File: config.mk
export PLATFORM = sky130hd
export DESIGN_NAME = stop_and_wait_tx_queue_top_flat
export DESIGN_NICKNAME = d
export VERILOG_FILES = /design/src/sv/sawtq_pkg.sv /design/src/sv/sawtq_in_if.sv /design/src/sv/sawtq_out_if.sv /design/src/sv/sawtq_ram.sv /design/src/sv/sawtq_dp.sv /design/src/sv/sawtq_ctrl.sv /design/src/sv/stop_and_wait_tx_queue_top.sv /design/src/flat_wrapper.sv
export SDC_FILE = /design/constraint.sdc
export NUM_CORES = 2
export LEC_CHECK = 0
export BUFFER_PORTS_ARGS = -buffer_cell sky130_fd_sc_hd__buf_2
export CAP_MARGIN = 20
export CORE_MARGIN = 2
export CORE_UTILIZATION = 55
export CTS_CLUSTER_DIAMETER = 50
export CTS_CLUSTER_SIZE = 10
export DETAILED_ROUTE_END_ITERATION = 7
export PLACE_DENSITY = 0.71
export REMOVE_ABC_BUFFERS = 1
export SYNTH_ARGS = -nofsm -noshare
export SYNTH_HDL_FRONTEND = slang
export SYNTH_SLANG_ARGS = --single-unit
File: constraint.sdc
create_clock -name clk_i -period 8.6 [get_ports clk_i]
set_input_delay 1.72 -clock clk_i [delete_from_list [all_inputs] [get_ports clk_i]]
set_output_delay 1.72 -clock clk_i [all_outputs]
set_load 0.02 [all_outputs]
File: src/sv/sawtq_pkg.sv
`timescale 1ns / 1ps

package sawtq_pkg;

  localparam int QUEUE_DEPTH = 32;
  localparam int NODE_COUNT  = 16;

  localparam int QIDX_W     = $clog2(QUEUE_DEPTH);
  localparam int QCNT_W     = $clog2(QUEUE_DEPTH + 1);
  localparam int CFG_IDX_W  = 2;
  localparam int CFG_DATA_W = 16;

  localparam logic [CFG_IDX_W-1:0] CFG_LOCAL_NODE = 2'd0;
  localparam logic [CFG_IDX_W-1:0] CFG_TIMEOUT    = 2'd1;

  localparam logic [15:0] TIMEOUT_RESET = 16'd3;

  typedef enum logic [1:0] {
    KIND_REQ  = 2'd0,
    KIND_CFM  = 2'd1,
    KIND_TICK = 2'd2
  } kind_e;

  typedef enum logic [1:0] {
    CFM_SUCCESS  = 2'd0,
    CFM_NO_REACH = 2'd1,
    CFM_BUSY     = 2'd2
  } cfm_e;

  typedef enum logic {
    OUT_SEND    = 1'b0,
    OUT_CONFIRM = 1'b1
  } out_kind_e;

  typedef enum logic [1:0] {
    EMIT_NONE    = 2'd0,
    EMIT_SEND    = 2'd1,
    EMIT_CONFIRM = 2'd2
  } emit_e;

  // One packet descriptor as held in the ring.
  typedef struct packed {
    logic [7:0]  service_type;
    logic [15:0] packet_number;
    logic [3:0]  priority_lvl;
    logic [15:0] dest_addr;
    logic [9:0]  length;
    logic [15:0] payload_handle;
  } desc_t;

  typedef struct packed {
    out_kind_e   out_kind;
    logic [3:0]  target_node;
    logic [15:0] dest_addr;
    logic [3:0]  priority_lvl;
    logic [7:0]  service_type;
    logic [15:0] packet_number;
    logic [9:0]  length;
    logic [15:0] payload_handle;
    cfm_e        confirm_code;
    logic        enqueue_failed;
    logic        last;
  } res_t;

  typedef struct packed {
    logic  capture;
    logic  enqueue;
    logic  read_head;
    emit_e emit;
    cfm_e  code;
    logic  last;
    logic  use_failed;
    logic  pop;
    logic  start_timer;
    logic  stop_timer;
    logic  tick_dec;
  } ctrl_cmd_t;

  typedef struct packed {
    kind_e in_kind;
    kind_e kind;
    logic  waiting;
    logic  full;
    logic  count_one;
    logic  count_nonzero;
    logic  cfm_ok;
    logic  tick_expire;
    logic  out_free;
  } dp_status_t;

endpackage

File: src/sv/sawtq_in_if.sv
`timescale 1ns / 1ps

interface sawtq_in_if;
  logic        valid;
  logic        ready;
  logic [1:0]  kind;
  logic [7:0]  req_service_type;
  logic [15:0] req_packet_number;
  logic [3:0]  req_priority;
  logic [15:0] req_dest_addr;
  logic [9:0]  req_length;
  logic [15:0] req_payload_handle;
  logic [1:0]  cfm_result;
  logic [15:0] cfm_packet_number;

  modport source (
    output valid, kind, req_service_type, req_packet_number, req_priority,
    output req_dest_addr, req_length, req_payload_handle, cfm_result,
    output cfm_packet_number,
    input  ready
  );

  modport sink (
    input  valid, kind, req_service_type, req_packet_number, req_priority,
    input  req_dest_addr, req_length, req_payload_handle, cfm_result,
    input  cfm_packet_number,
    output ready
  );
endinterface

File: src/sv/sawtq_out_if.sv
`timescale 1ns / 1ps

interface sawtq_out_if;
  logic        valid;
  logic        ready;
  logic        out_kind;
  logic [3:0]  target_node;
  logic [15:0] out_dest_addr;
  logic [3:0]  out_priority;
  logic [7:0]  out_service_type;
  logic [15:0] out_packet_number;
  logic [9:0]  out_length;
  logic [15:0] out_payload_handle;
  logic [1:0]  confirm_code;
  logic        enqueue_failed;
  logic        last;

  modport source (
    output valid, out_kind, target_node, out_dest_addr, out_priority,
    output out_service_type, out_packet_number, out_length, out_payload_handle,
    output confirm_code, enqueue_failed, last,
    input  ready
  );

  modport sink (
    input  valid, out_kind, target_node, out_dest_addr, out_priority,
    input  out_service_type, out_packet_number, out_length, out_payload_handle,
    input  confirm_code, enqueue_failed, last,
    output ready
  );
endinterface

File: src/sv/sawtq_ram.sv
`timescale 1ns / 1ps

module sawtq_ram #(
  parameter int WIDTH = 8,
  parameter int DEPTH = 32
) (
  input  logic                     clk_i,
  input  logic                     we_i,
  input  logic [$clog2(DEPTH)-1:0] waddr_i,
  input  logic [WIDTH-1:0]         wdata_i,
  input  logic                     re_i,
  input  logic [$clog2(DEPTH)-1:0] raddr_i,
  output logic [WIDTH-1:0]         rdata_o
);

  logic [WIDTH-1:0] mem_q [DEPTH];
  logic [WIDTH-1:0] rdata_q;

  always_ff @(posedge clk_i) begin
    if (we_i) begin
      mem_q[waddr_i] <= wdata_i;
    end
    if (re_i) begin
      rdata_q <= mem_q[raddr_i];
    end
  end

  assign rdata_o = rdata_q;

endmodule

File: src/sv/sawtq_dp.sv
`timescale 1ns / 1ps

module sawtq_dp import sawtq_pkg::*; (
  input  logic                  clk_i,
  input  logic                  rst_ni,
  input  ctrl_cmd_t             cmd_i,
  output dp_status_t            status_o,
  input  logic [1:0]            in_kind_i,
  input  desc_t                 in_desc_i,
  input  logic [1:0]            in_cfm_result_i,
  input  logic [15:0]           in_cfm_pn_i,
  input  logic                  cfg_we_i,
  input  logic [CFG_IDX_W-1:0]  cfg_idx_i,
  input  logic [CFG_DATA_W-1:0] cfg_data_i,
  input  logic                  out_ready_i,
  output logic                  out_valid_o,
  output res_t                  out_res_o
);

  localparam logic [QIDX_W-1:0] LAST_IDX = QIDX_W'(QUEUE_DEPTH - 1);
  localparam logic [QCNT_W-1:0] FULL_CNT = QCNT_W'(QUEUE_DEPTH);

  logic [3:0]        local_node_q;
  logic [15:0]       timeout_q;
  logic [QIDX_W-1:0] head_q, tail_q;
  logic [QCNT_W-1:0] count_q;
  logic              waiting_q;
  logic [15:0]       ticks_q;
  logic              out_valid_q;
  res_t              res_q;

  kind_e             kind_q;
  desc_t             req_q;
  logic [1:0]        cfm_result_q;
  logic [15:0]       cfm_pn_q;
  logic              failed_q;

  desc_t             head_desc;
  res_t              res_d;
  logic              full;
  logic              out_free;
  logic [15:0]       timer_load;

  sawtq_ram #(
    .WIDTH ($bits(desc_t)),
    .DEPTH (QUEUE_DEPTH)
  ) u_ring (
    .clk_i   (clk_i),
    .we_i    (cmd_i.enqueue),
    .waddr_i (tail_q),
    .wdata_i (in_desc_i),
    .re_i    (cmd_i.read_head),
    .raddr_i (head_q),
    .rdata_o (head_desc)
  );

  assign full       = (count_q == FULL_CNT);
  assign out_free   = !out_valid_q || out_ready_i;
  // A zero timeout register behaves as one tick.
  assign timer_load = (timeout_q == 16'd0) ? 16'd1 : timeout_q;

  always_comb begin
    res_d = '0;
    if (cmd_i.emit == EMIT_SEND) begin
      res_d.out_kind       = OUT_SEND;
      res_d.target_node    = (head_desc.dest_addr < 16'(NODE_COUNT)) ?
                             head_desc.dest_addr[3:0] : local_node_q;
      res_d.dest_addr      = head_desc.dest_addr;
      res_d.priority_lvl   = head_desc.priority_lvl;
      res_d.service_type   = head_desc.service_type;
      res_d.packet_number  = head_desc.packet_number;
      res_d.length         = head_desc.length;
      res_d.payload_handle = head_desc.payload_handle;
      res_d.confirm_code   = CFM_SUCCESS;
      res_d.enqueue_failed = cmd_i.use_failed & failed_q;
    end else begin
      res_d.out_kind     = OUT_CONFIRM;
      res_d.confirm_code = cmd_i.code;
      // A busy confirm answers the rejected request, the others the head entry.
      if (cmd_i.code == CFM_BUSY) begin
        res_d.priority_lvl  = req_q.priority_lvl;
        res_d.packet_number = req_q.packet_number;
      end else begin
        res_d.priority_lvl  = head_desc.priority_lvl;
        res_d.packet_number = head_desc.packet_number;
      end
    end
    res_d.last = cmd_i.last;
  end

  always_ff @(posedge clk_i or negedge rst_ni) begin
    if (!rst_ni) begin
      local_node_q <= '0;
      timeout_q    <= TIMEOUT_RESET;
      head_q       <= '0;
      tail_q       <= '0;
      count_q      <= '0;
      waiting_q    <= 1'b0;
      ticks_q      <= '0;
      out_valid_q  <= 1'b0;
    end else begin
      if (cfg_we_i) begin
        if (cfg_idx_i == CFG_LOCAL_NODE) begin
          local_node_q <= cfg_data_i[3:0];
        end else if (cfg_idx_i == CFG_TIMEOUT) begin
          timeout_q <= cfg_data_i[15:0];
        end
      end
      if (cmd_i.enqueue) begin
        tail_q  <= (tail_q == LAST_IDX) ? '0 : tail_q + 1'b1;
        count_q <= count_q + 1'b1;
      end else if (cmd_i.pop) begin
        head_q  <= (head_q == LAST_IDX) ? '0 : head_q + 1'b1;
        count_q <= count_q - 1'b1;
      end
      if (cmd_i.start_timer) begin
        waiting_q <= 1'b1;
        ticks_q   <= timer_load;
      end else if (cmd_i.stop_timer) begin
        waiting_q <= 1'b0;
        ticks_q   <= '0;
      end else if (cmd_i.tick_dec) begin
        ticks_q <= ticks_q - 1'b1;
      end
      if (cmd_i.emit != EMIT_NONE) begin
        out_valid_q <= 1'b1;
      end else if (out_ready_i) begin
        out_valid_q <= 1'b0;
      end
    end
  end

  always_ff @(posedge clk_i) begin
    if (cmd_i.capture) begin
      kind_q       <= kind_e'(in_kind_i);
      req_q        <= in_desc_i;
      cfm_result_q <= in_cfm_result_i;
      cfm_pn_q     <= in_cfm_pn_i;
      failed_q     <= full;
    end
    if (cmd_i.emit != EMIT_NONE) begin
      res_q <= res_d;
    end
  end

  always_comb begin
    status_o               = '0;
    status_o.in_kind       = kind_e'(in_kind_i);
    status_o.kind          = kind_q;
    status_o.waiting       = waiting_q;
    status_o.full          = full;
    status_o.count_one     = (count_q == QCNT_W'(1));
    status_o.count_nonzero = (count_q != '0);
    status_o.cfm_ok        = (cfm_result_q == CFM_SUCCESS) &&
                             (cfm_pn_q == head_desc.packet_number);
    status_o.tick_expire   = (ticks_q <= 16'd1);
    status_o.out_free      = out_free;
  end

  assign out_valid_o = out_valid_q;
  assign out_res_o   = res_q;

endmodule

File: src/sv/sawtq_ctrl.sv
`timescale 1ns / 1ps

module sawtq_ctrl import sawtq_pkg::*; (
  input  logic       clk_i,
  input  logic       rst_ni,
  input  logic       in_valid_i,
  output logic       in_ready_o,
  input  dp_status_t status_i,
  output ctrl_cmd_t  cmd_o
);

  typedef enum logic [2:0] {
    S_IDLE,
    S_READ,
    S_DECIDE,
    S_READ_NEXT,
    S_SEND_NEXT
  } state_e;

  state_e state_q, state_d;
  logic   ready_q, ready_d;

  always_comb begin
    state_d = state_q;
    cmd_o   = '0;
    cmd_o.emit = EMIT_NONE;
    cmd_o.code = CFM_SUCCESS;
    case (state_q)
      S_IDLE: begin
        if (in_valid_i && ready_q) begin
          cmd_o.capture = 1'b1;
          cmd_o.enqueue = (status_i.in_kind == KIND_REQ) && !status_i.waiting &&
                          !status_i.full;
          state_d = S_READ;
        end
      end
      S_READ: begin
        cmd_o.read_head = 1'b1;
        state_d = S_DECIDE;
      end
      S_DECIDE: begin
        case (status_i.kind)
          KIND_REQ: begin
            if (status_i.out_free) begin
              cmd_o.emit = status_i.waiting ? EMIT_CONFIRM : EMIT_SEND;
              cmd_o.code = status_i.waiting ? CFM_BUSY : CFM_SUCCESS;
              cmd_o.last = 1'b1;
              cmd_o.use_failed  = !status_i.waiting;
              cmd_o.start_timer = !status_i.waiting;
              state_d = S_IDLE;
            end
          end
          KIND_CFM: begin
            if (status_i.waiting && status_i.count_nonzero && status_i.cfm_ok) begin
              if (status_i.out_free) begin
                cmd_o.emit = EMIT_CONFIRM;
                cmd_o.code = CFM_SUCCESS;
                cmd_o.last = status_i.count_one;
                cmd_o.pop  = 1'b1;
                if (status_i.count_one) begin
                  cmd_o.stop_timer = 1'b1;
                  state_d = S_IDLE;
                end else begin
                  state_d = S_READ_NEXT;
                end
              end
            end else begin
              state_d = S_IDLE;
            end
          end
          KIND_TICK: begin
            if (status_i.waiting && status_i.tick_expire) begin
              if (status_i.out_free) begin
                cmd_o.emit = EMIT_CONFIRM;
                cmd_o.code = CFM_NO_REACH;
                cmd_o.last = 1'b1;
                cmd_o.stop_timer = 1'b1;
                state_d = S_IDLE;
              end
            end else begin
              cmd_o.tick_dec = status_i.waiting;
              state_d = S_IDLE;
            end
          end
          default: begin
            state_d = S_IDLE;
          end
        endcase
      end
      S_READ_NEXT: begin
        cmd_o.read_head = 1'b1;
        state_d = S_SEND_NEXT;
      end
      S_SEND_NEXT: begin
        if (status_i.out_free) begin
          cmd_o.emit = EMIT_SEND;
          cmd_o.last = 1'b1;
          cmd_o.start_timer = 1'b1;
          state_d = S_IDLE;
        end
      end
      default: begin
        state_d = S_IDLE;
      end
    endcase
    ready_d = (state_d == S_IDLE);
  end

  always_ff @(posedge clk_i or negedge rst_ni) begin
    if (!rst_ni) begin
      state_q <= S_IDLE;
      ready_q <= 1'b1;
    end else begin
      state_q <= state_d;
      ready_q <= ready_d;
    end
  end

  assign in_ready_o = ready_q;

endmodule

File: src/sv/stop_and_wait_tx_queue_top.sv
`timescale 1ns / 1ps
// Flow: S_IDLE accepts one transaction at a time, S_READ reads the ring head through the
// registered descriptor memory and S_DECIDE loads any first result into the output
// register; a matching success confirm that also resends the next entry reads the head
// again in S_READ_NEXT and loads it in S_SEND_NEXT. A stalled output holds the state.
// Reset: rst_ni clears the ring pointers, timer and handshake state at once; no clearing pass.
module stop_and_wait_tx_queue_top import sawtq_pkg::*; (
  input  logic                  clk_i,
  input  logic                  rst_ni,
  sawtq_in_if.sink              in_ch_i,
  sawtq_out_if.source           out_ch_o,
  input  logic                  cfg_we_i,
  input  logic [CFG_IDX_W-1:0]  cfg_idx_i,
  input  logic [CFG_DATA_W-1:0] cfg_data_i
);

  ctrl_cmd_t  cmd;
  dp_status_t status;
  desc_t      in_desc;
  res_t       res;
  logic       in_ready;
  logic       out_valid;

  always_comb begin
    in_desc.service_type   = in_ch_i.req_service_type;
    in_desc.packet_number  = in_ch_i.req_packet_number;
    in_desc.priority_lvl   = in_ch_i.req_priority;
    in_desc.dest_addr      = in_ch_i.req_dest_addr;
    in_desc.length         = in_ch_i.req_length;
    in_desc.payload_handle = in_ch_i.req_payload_handle;
  end

  sawtq_ctrl u_ctrl (
    .clk_i      (clk_i),
    .rst_ni     (rst_ni),
    .in_valid_i (in_ch_i.valid),
    .in_ready_o (in_ready),
    .status_i   (status),
    .cmd_o      (cmd)
  );

  sawtq_dp u_dp (
    .clk_i           (clk_i),
    .rst_ni          (rst_ni),
    .cmd_i           (cmd),
    .status_o        (status),
    .in_kind_i       (in_ch_i.kind),
    .in_desc_i       (in_desc),
    .in_cfm_result_i (in_ch_i.cfm_result),
    .in_cfm_pn_i     (in_ch_i.cfm_packet_number),
    .cfg_we_i        (cfg_we_i),
    .cfg_idx_i       (cfg_idx_i),
    .cfg_data_i      (cfg_data_i),
    .out_ready_i     (out_ch_o.ready),
    .out_valid_o     (out_valid),
    .out_res_o       (res)
  );

  assign in_ch_i.ready               = in_ready;
  assign out_ch_o.valid              = out_valid;
  assign out_ch_o.out_kind           = res.out_kind;
  assign out_ch_o.target_node        = res.target_node;
  assign out_ch_o.out_dest_addr      = res.dest_addr;
  assign out_ch_o.out_priority       = res.priority_lvl;
  assign out_ch_o.out_service_type   = res.service_type;
  assign out_ch_o.out_packet_number  = res.packet_number;
  assign out_ch_o.out_length         = res.length;
  assign out_ch_o.out_payload_handle = res.payload_handle;
  assign out_ch_o.confirm_code       = res.confirm_code;
  assign out_ch_o.enqueue_failed     = res.enqueue_failed;
  assign out_ch_o.last               = res.last;

  // A request is written into the ring only when idle and there is room.
  a_enqueue_room: assert property (@(posedge clk_i) disable iff (!rst_ni)
    cmd.enqueue |-> (!status.full && !status.waiting))
    else $error("enqueue into a full ring or while waiting");

  a_pop_nonempty: assert property (@(posedge clk_i) disable iff (!rst_ni)
    cmd.pop |-> status.count_nonzero)
    else $error("pop from an empty ring");

  // The output register is never overwritten before its transaction completes.
  a_no_overwrite: assert property (@(posedge clk_i) disable iff (!rst_ni)
    (cmd.emit != EMIT_NONE) |-> status.out_free)
    else $error("result emitted while output register is occupied");

  a_one_at_a_time: assert property (@(posedge clk_i) disable iff (!rst_ni)
    (in_ch_i.valid && in_ready) |=> !in_ready)
    else $error("new transaction accepted while one is in progress");

endmodule
File: src/flat_wrapper.sv
// flat-port wrapper written by rule: the top's interface ports become plain ports
module stop_and_wait_tx_queue_top_flat import sawtq_pkg::*;
  (clk_i, rst_ni, cfg_we_i, cfg_idx_i, cfg_data_i, in_ch_i_valid, in_ch_i_kind, in_ch_i_req_service_type, in_ch_i_req_packet_number, in_ch_i_req_priority, in_ch_i_req_dest_addr, in_ch_i_req_length, in_ch_i_req_payload_handle, in_ch_i_cfm_result, in_ch_i_cfm_packet_number, in_ch_i_ready, out_ch_o_valid, out_ch_o_out_kind, out_ch_o_target_node, out_ch_o_out_dest_addr, out_ch_o_out_priority, out_ch_o_out_service_type, out_ch_o_out_packet_number, out_ch_o_out_length, out_ch_o_out_payload_handle, out_ch_o_confirm_code, out_ch_o_enqueue_failed, out_ch_o_last, out_ch_o_ready);
  sawtq_in_if in_ch_i_i ();
  sawtq_out_if out_ch_o_i ();
  input  logic clk_i;
  input  logic rst_ni;
  input  logic cfg_we_i;
  input  logic [CFG_IDX_W-1:0] cfg_idx_i;
  input  logic [CFG_DATA_W-1:0] cfg_data_i;
  input wire logic [$bits(in_ch_i_i.valid)-1:0] in_ch_i_valid;
  input wire logic [$bits(in_ch_i_i.kind)-1:0] in_ch_i_kind;
  input wire logic [$bits(in_ch_i_i.req_service_type)-1:0] in_ch_i_req_service_type;
  input wire logic [$bits(in_ch_i_i.req_packet_number)-1:0] in_ch_i_req_packet_number;
  input wire logic [$bits(in_ch_i_i.req_priority)-1:0] in_ch_i_req_priority;
  input wire logic [$bits(in_ch_i_i.req_dest_addr)-1:0] in_ch_i_req_dest_addr;
  input wire logic [$bits(in_ch_i_i.req_length)-1:0] in_ch_i_req_length;
  input wire logic [$bits(in_ch_i_i.req_payload_handle)-1:0] in_ch_i_req_payload_handle;
  input wire logic [$bits(in_ch_i_i.cfm_result)-1:0] in_ch_i_cfm_result;
  input wire logic [$bits(in_ch_i_i.cfm_packet_number)-1:0] in_ch_i_cfm_packet_number;
  output wire logic [$bits(in_ch_i_i.ready)-1:0] in_ch_i_ready;
  output wire logic [$bits(out_ch_o_i.valid)-1:0] out_ch_o_valid;
  output wire logic [$bits(out_ch_o_i.out_kind)-1:0] out_ch_o_out_kind;
  output wire logic [$bits(out_ch_o_i.target_node)-1:0] out_ch_o_target_node;
  output wire logic [$bits(out_ch_o_i.out_dest_addr)-1:0] out_ch_o_out_dest_addr;
  output wire logic [$bits(out_ch_o_i.out_priority)-1:0] out_ch_o_out_priority;
  output wire logic [$bits(out_ch_o_i.out_service_type)-1:0] out_ch_o_out_service_type;
  output wire logic [$bits(out_ch_o_i.out_packet_number)-1:0] out_ch_o_out_packet_number;
  output wire logic [$bits(out_ch_o_i.out_length)-1:0] out_ch_o_out_length;
  output wire logic [$bits(out_ch_o_i.out_payload_handle)-1:0] out_ch_o_out_payload_handle;
  output wire logic [$bits(out_ch_o_i.confirm_code)-1:0] out_ch_o_confirm_code;
  output wire logic [$bits(out_ch_o_i.enqueue_failed)-1:0] out_ch_o_enqueue_failed;
  output wire logic [$bits(out_ch_o_i.last)-1:0] out_ch_o_last;
  input wire logic [$bits(out_ch_o_i.ready)-1:0] out_ch_o_ready;
  assign in_ch_i_i.valid = in_ch_i_valid;
  assign in_ch_i_i.kind = in_ch_i_kind;
  assign in_ch_i_i.req_service_type = in_ch_i_req_service_type;
  assign in_ch_i_i.req_packet_number = in_ch_i_req_packet_number;
  assign in_ch_i_i.req_priority = in_ch_i_req_priority;
  assign in_ch_i_i.req_dest_addr = in_ch_i_req_dest_addr;
  assign in_ch_i_i.req_length = in_ch_i_req_length;
  assign in_ch_i_i.req_payload_handle = in_ch_i_req_payload_handle;
  assign in_ch_i_i.cfm_result = in_ch_i_cfm_result;
  assign in_ch_i_i.cfm_packet_number = in_ch_i_cfm_packet_number;
  assign in_ch_i_ready = in_ch_i_i.ready;
  assign out_ch_o_valid = out_ch_o_i.valid;
  assign out_ch_o_out_kind = out_ch_o_i.out_kind;
  assign out_ch_o_target_node = out_ch_o_i.target_node;
  assign out_ch_o_out_dest_addr = out_ch_o_i.out_dest_addr;
  assign out_ch_o_out_priority = out_ch_o_i.out_priority;
  assign out_ch_o_out_service_type = out_ch_o_i.out_service_type;
  assign out_ch_o_out_packet_number = out_ch_o_i.out_packet_number;
  assign out_ch_o_out_length = out_ch_o_i.out_length;
  assign out_ch_o_out_payload_handle = out_ch_o_i.out_payload_handle;
  assign out_ch_o_confirm_code = out_ch_o_i.confirm_code;
  assign out_ch_o_enqueue_failed = out_ch_o_i.enqueue_failed;
  assign out_ch_o_last = out_ch_o_i.last;
  assign out_ch_o_i.ready = out_ch_o_ready;
  stop_and_wait_tx_queue_top u_core (.clk_i(clk_i), .rst_ni(rst_ni), .in_ch_i(in_ch_i_i), .out_ch_o(out_ch_o_i), .cfg_we_i(cfg_we_i), .cfg_idx_i(cfg_idx_i), .cfg_data_i(cfg_data_i));
endmodule
# Yosys cells after proc, flatten, opt, wreduce, memory -nomap -nowiden
# Memory sizes are Yosys's and may differ from the RTL's. A register that Yosys moved wholly into a read port is not among the register bits.
# Index checks and enable logic that the tools add are counted.
# totals
mem_bits_rw,2240
out_inout_bits,81
regBits,178
memories,1
word_cells,139
# memory_table
name,depth,word_bits,read_ports,rd_ports_with_merged_regs,write_ports,line,text
u_core.u_dp.u_ring.mem_q,32,70,1,1,1,sawtq_ram.sv:16,logic [WIDTH-1:0] mem_q [DEPTH];
# classes
mux,59
n_reduce_logical,28
n_eq_ne,14
add_sub_neg,5
magnitude_cmp,2
bitwise,3
# op_table
operator,n
16-bit two-way mux,6
5-bit two-way mux,6
1-bit two-way mux,21
6-bit two-way mux,3
16-bit == test,1
16-bit by 1-bit less-or-equal comparator with 1-bit output (second input constant),1
16-bit logical NOT,1
16-bit by 5-bit less-than comparator with 1-bit output (second input constant),1
2-bit two-way mux,8
16-bit by 1-bit subtractor with 16-bit output (second input constant),1
3-bit two-way mux,5
3-bit case mux with 5 select lines,1
5-bit case mux with 3 select lines,1
4-bit two-way mux,3
5-bit by 1-bit adder with 5-bit output (second input constant),2
5-bit == test (second input constant),2
3-bit case mux with 3 select lines,1
2-bit logical NOT,4
2-bit nonzero test,4
1-bit logical AND,7
6-bit by 1-bit adder with 6-bit output (second input constant),1
2-bit by 1-bit == test with 1-bit output (second input constant),3
3-bit by 2-bit == test with 1-bit output (second input constant),2
6-bit by 1-bit == test with 1-bit output (second input constant),1
other kinds (17),25

# Longest topological paths before layout
# depth
word_depth,9
depth_mapped,9
mapped_depth_nobuf,8

# Modules after synthesis
# Synthesis repeated with hierarchy kept, for this count alone.
# hier_totals
cells_unflattened,3935
area_unflattened_um2,94813.4
# modules_own_cells
module,area_per_inst_um2,cells_each,seq_area_each_um2,instances
sawtq_ram,87079.8,3388,69366.5,1
sawtq_dp,7215.7,481,4957.3,1
sawtq_ctrl,518.0,66,101.3,1

# Least setup slack after synthesis
# No wires, ideal clock.
# synth_path
kind,input to register
start,in out_ch_o_ready
end,reg u_core.u_dp.res_q (netlist bit u_core.u_dp.out_res_o[0]) (enable)
required_ns,7.975
t_arrival_ns,7.685
path_slack_ns,0.290
stages,5
setup_ns,0.625
n_path_buf,1
cell_sequence,nor2b_1 -> clkbuf_1 -> a21oi_1 -> a21oi_1 -> o21ai_0
# synth_between
elab_chain_len,6
# synth_rtl
item,line,text
from (decl),flat_wrapper.sv:34,input wire logic [$bits(out_ch_o_i.ready)-1:0] out_ch_o_ready;
1-bit logical OR (*),sawtq_dp.sv:58,assign out_free = !out_valid_q || out_ready_i;
5-bit two-way mux (on tied branches),"sawtq_ctrl.sv:73, sawtq_ctrl.sv:55",
5-bit two-way mux (on tied branches),"sawtq_ctrl.sv:72, sawtq_ctrl.sv:54",
5-bit case mux with 3 select lines,sawtq_ctrl.sv:42,case (status_i.kind)
2-bit case mux with 2 select lines (*),sawtq_ctrl.sv:28,case (state_q)
2-bit nonzero test (*),sawtq_dp.sv:141,if (cmd_i.emit != EMIT_NONE) begin
to (signal assigned),sawtq_dp.sv:142,res_q <= res_d;
to (decl),sawtq_dp.sv:30,res_t res_q;
# Mark *: on every way between the ends. The rest lies on a longest branch, timed or not.
# A chain may end at the register's enable or synchronous reset.

# Worst setup path after layout
# layout_path
start,in in_ch_i_kind[1]
end,mem u_core.u_dp.u_ring.mem_q[14][19] in the netlist's numbering (enable)
# layout_between
elab_chain_len,7
# layout_rtl
item,line,text
from (decl),flat_wrapper.sv:12,input wire logic [$bits(in_ch_i_i.kind)-1:0] in_ch_i_kind;
2-bit logical NOT,sawtq_ctrl.sv:32,cmd_o.enqueue = (status_i.in_kind == KIND_REQ) && !status_i.waiting &&
1-bit logical AND (2 in a row),sawtq_ctrl.sv:32,
2-bit two-way mux,sawtq_ctrl.sv:30,if (in_valid_i && ready_q) begin
2-bit two-way mux,sawtq_ctrl.sv:28,
1-bit two-way mux,sawtq_ram.sv:20,if (we_i) begin
1-bit two-way mux (not written as such),sawtq_ram.sv:21,mem_q[waddr_i] <= wdata_i;
to (decl),sawtq_ram.sv:16,
# Every way passes these cells.

==> metrics.txt <==
status completed; synthesized area 0.09475 sq mm; Max Cap Viol 0; grt total ovfl 0; CTS tree built; CTS clk-pin slew, worst paths 50 ps; die width 419.1 um; R2R Setup Slk 3980 ps; WS Path Type in -> reg; worst-path cell chain buf_2 -> nor3_1 -> and3_1 -> nand2_1 -> nor2_4 -> buf_4; design area 0.1071 sq mm; initial antenna violation count 18; layout cells sized above 1 33.94%; crit end category register; Die H 419.1 um; placed cell area 0.09891 sq mm; setup repair bufs after CTS 0; routed wire length 216300 um; clock latency on the worst-skew pair 930 ps; worst slew pin tran 1149 ps; area of the multi-input gates 0.01965 sq mm; Starting Density 55.29%; RSZ-0062 raised after global routing no; area of the core 0.1714 sq mm; Main synth FF type edfxtp_1; Mapped Avg Cell Area 24.44 sq um; Power Total 25.85 mW; Core Rows 152; minimum clock period 4863 ps; Power per Cell Area 241.4 mW/mm^2; GRT Total Usage 25.03%; # IOs 194; commonest non-fill, non-tap cell in the layout edfxtp_1; Async SR Flop Fraction 2.331%; startpoint types primary input; root buf cell clkbuf_16; fin crit share 56.55%; Required @ worst endpoint 9100 ps; Via Count 43360; setup TNS 0 ps; Hold Vio Cnt, Final 0; global-route wire length before repair 313800 um; Worst EP arrival 5360 ps; worst reg2reg startpoint u_core.u_dp.count_q[0]; Max Clock Freq 205.6 MHz; Final Net Count 4403; Port Buffers 193; Register Area 0.07444 sq mm; DR WL/cell 32.59 um; Crit path largest cell delay 1000 ps; Area Overhead vs Synth 13.02%; Distinct cells, synth 59; DRC viols 0; H-tree levels 5; total CTS buffers 306; most frequent cells in the layout edfxtp_1, mux4_2, clkbuf_16, buf_2, mux2_2; sequential element share of the synthesized area 78.55%; worst r2r dst u_core.u_dp.u_ring.mem_q[14][19]; vias in the first global route 44170; post-route ant nets 0; Max-slew headroom 23.41%; dpl hpwl 114500 um; Post-CTS Resized 0; crit-path max FO 47; CTS Sinks 2488; Setup Viol. Count Final 0; hold_ws 499.3 ps; Post-synth EDFFs 2430; drt via density 6.533; largest net degree at the start of global routing 134; CP max stage cell nor2_4; die outline area 0.1756 sq mm; Min-Delay Endpoint u_core.u_dp.count_q[5]; clk_skew 66.37 ps; cells on worst reg2reg path 8; Placer Congestion 0.7882; First DRT Iteration DRCs 5518; leakage 33.11 nW; Slew Limit Fails 0; number of synthesis warnings 0; WHS Path Cells 1; total iterations of the first detailed-routing run 5; Layout fillers 11050; Hold Crit Class reg -> reg; Hold Startpoint u_core.u_dp.count_q[5]; Max clock buf depth 4; Top delay family on crit path simple AND/OR/NAND/NOR gates; number of synthesized register bits 2488; Post-Synthesis Cells 3876; Buffers & Inverters on Critical Path 2; Worst IR Drop VDD 0.0001702 V; number of hold buffers added after cts 0
==> metal layers <==
metal | global-route usage, % | vias up | wire, um
met5 | 0 | - | 48
met4 | 6.388 | 8 | 4943
met3 | 4.820 | 346 | 17740
met2 | 39.39 | 2141 | 105500
met1 | 36.73 | 23490 | 88010
li1 | - | 17380 | -
==> area by class of cell <==
class,instances,area share [%]
antenna,5,0.01168
inverter,21,0.07595
sequential,2488,69.52
multi-input combinational,1173,18.35
clock inverter,23,0.2290
timing repair buffer,283,1.727
tap,2310,2.699
clock buffer,334,7.387
==> where the power goes <==
group / internal, mW / leakage [nW] / switching, mW / total (mW)
combinational: 0.266 / 6.50 / 0.796 / 1.06
clock: 6.52 / 4.00 / 4.43 / 11.0
sequential: 13.7 / 22.6 / 0.168 / 13.8
total: 20.4 / 33.1 / 5.40 / 25.8
==> Yosys cell counts, types with 11 or more instances <==
master       n  area [sq um]
xnor2_1     11         96.34
mux2_1      20         225.2
nor3_1      12         60.06
buf_2       66         330.3
edfxtp_1  2430         72970
clkbuf_1   108         405.4
buf_1       11         41.29
xor2_1      14         122.6
dfrtp_1     55          1376
nor4_1      14         87.58
inv_1       21         78.83
nand3_1     16         80.08
mux4_2     700         15770
mux2_2      93          1047
nand2_1     31         116.4
ha_1        17         212.7
and3_1      64         400.4
nor2_1      55         206.5
a21oi_1     12         60.06
==> flip-flops by register name, indices dropped and copies added (netlist names), 3 cells and up <==
register                    count
u_core.u_dp.local_node_q        4
u_core.u_dp.timeout_q          16
u_core.u_dp.count_q             6
u_core.u_dp.head_q              5
u_core.u_dp.out_res_o          79
u_core.u_dp.cfm_pn_q           16
u_core.u_dp.ticks_q            16
u_core.u_dp.req_q              20
u_core.u_ctrl.state_q           3
u_core.u_dp.u_ring.mem_q     2240
u_core.u_dp.u_ring.rdata_o     70
u_core.u_dp.tail_q              5
==> cell families (layout without fill, tap and decap cells) <==
| logic type | count (synthesis) | count (layout) | share of synthesized area, % |
|---|---|---|---|
| and+or+nand+nor | 239 | 239 | 1.359 |
| AOI/OAI and AO/OA | 75 | 75 | 0.6009 |
| buffers and inverters | 215 | 661 | 1.010 |
| xor gates and xnor gates | 25 | 25 | 0.2311 |
| muxes | 817 | 817 | 18.02 |
| other | 0 | 5 | 0 |
| adders and majority gates | 17 | 17 | 0.2245 |
| DFF | 2488 | 2488 | 78.55 |
==> worst max-delay path by stage <==
| stage | slack (ps) | from | cells past startpoint | to |
|---|---|---|---|---|
| after floorplan | -14710 | u_core.u_dp.head_q[0] | 5 | u_core.u_dp.head_q[0] |
| after global placement | 2870 | in_ch_i_kind[1] | 6 | u_core.u_dp.u_ring.mem_q[14][6] |
| after detailed placement | 2860 | in_ch_i_kind[1] | 6 | u_core.u_dp.u_ring.mem_q[14][32] |
| after CTS | 3790 | in_ch_i_kind[1] | 6 | u_core.u_dp.u_ring.mem_q[14][34] |
| after global routing | 3550 | in_ch_i_kind[1] | 6 | u_core.u_dp.u_ring.mem_q[14][34] |
| final | 3740 | in_ch_i_kind[1] | 6 | u_core.u_dp.u_ring.mem_q[14][19] |
==> stage by stage <==
step	worst slack, ps	std cells	util, %
6_report	3737	6637	62.49
2_1_floorplan	-14710	3682	-
4_1_cts	3786	6632	62.48
3_3_place_gp	2866	6272	57.69
3_5_place_dp	2865	6275	57.72
5_1_grt	3552	6634	62.49
Note: power is estimated with default switching activity, not from simulation.
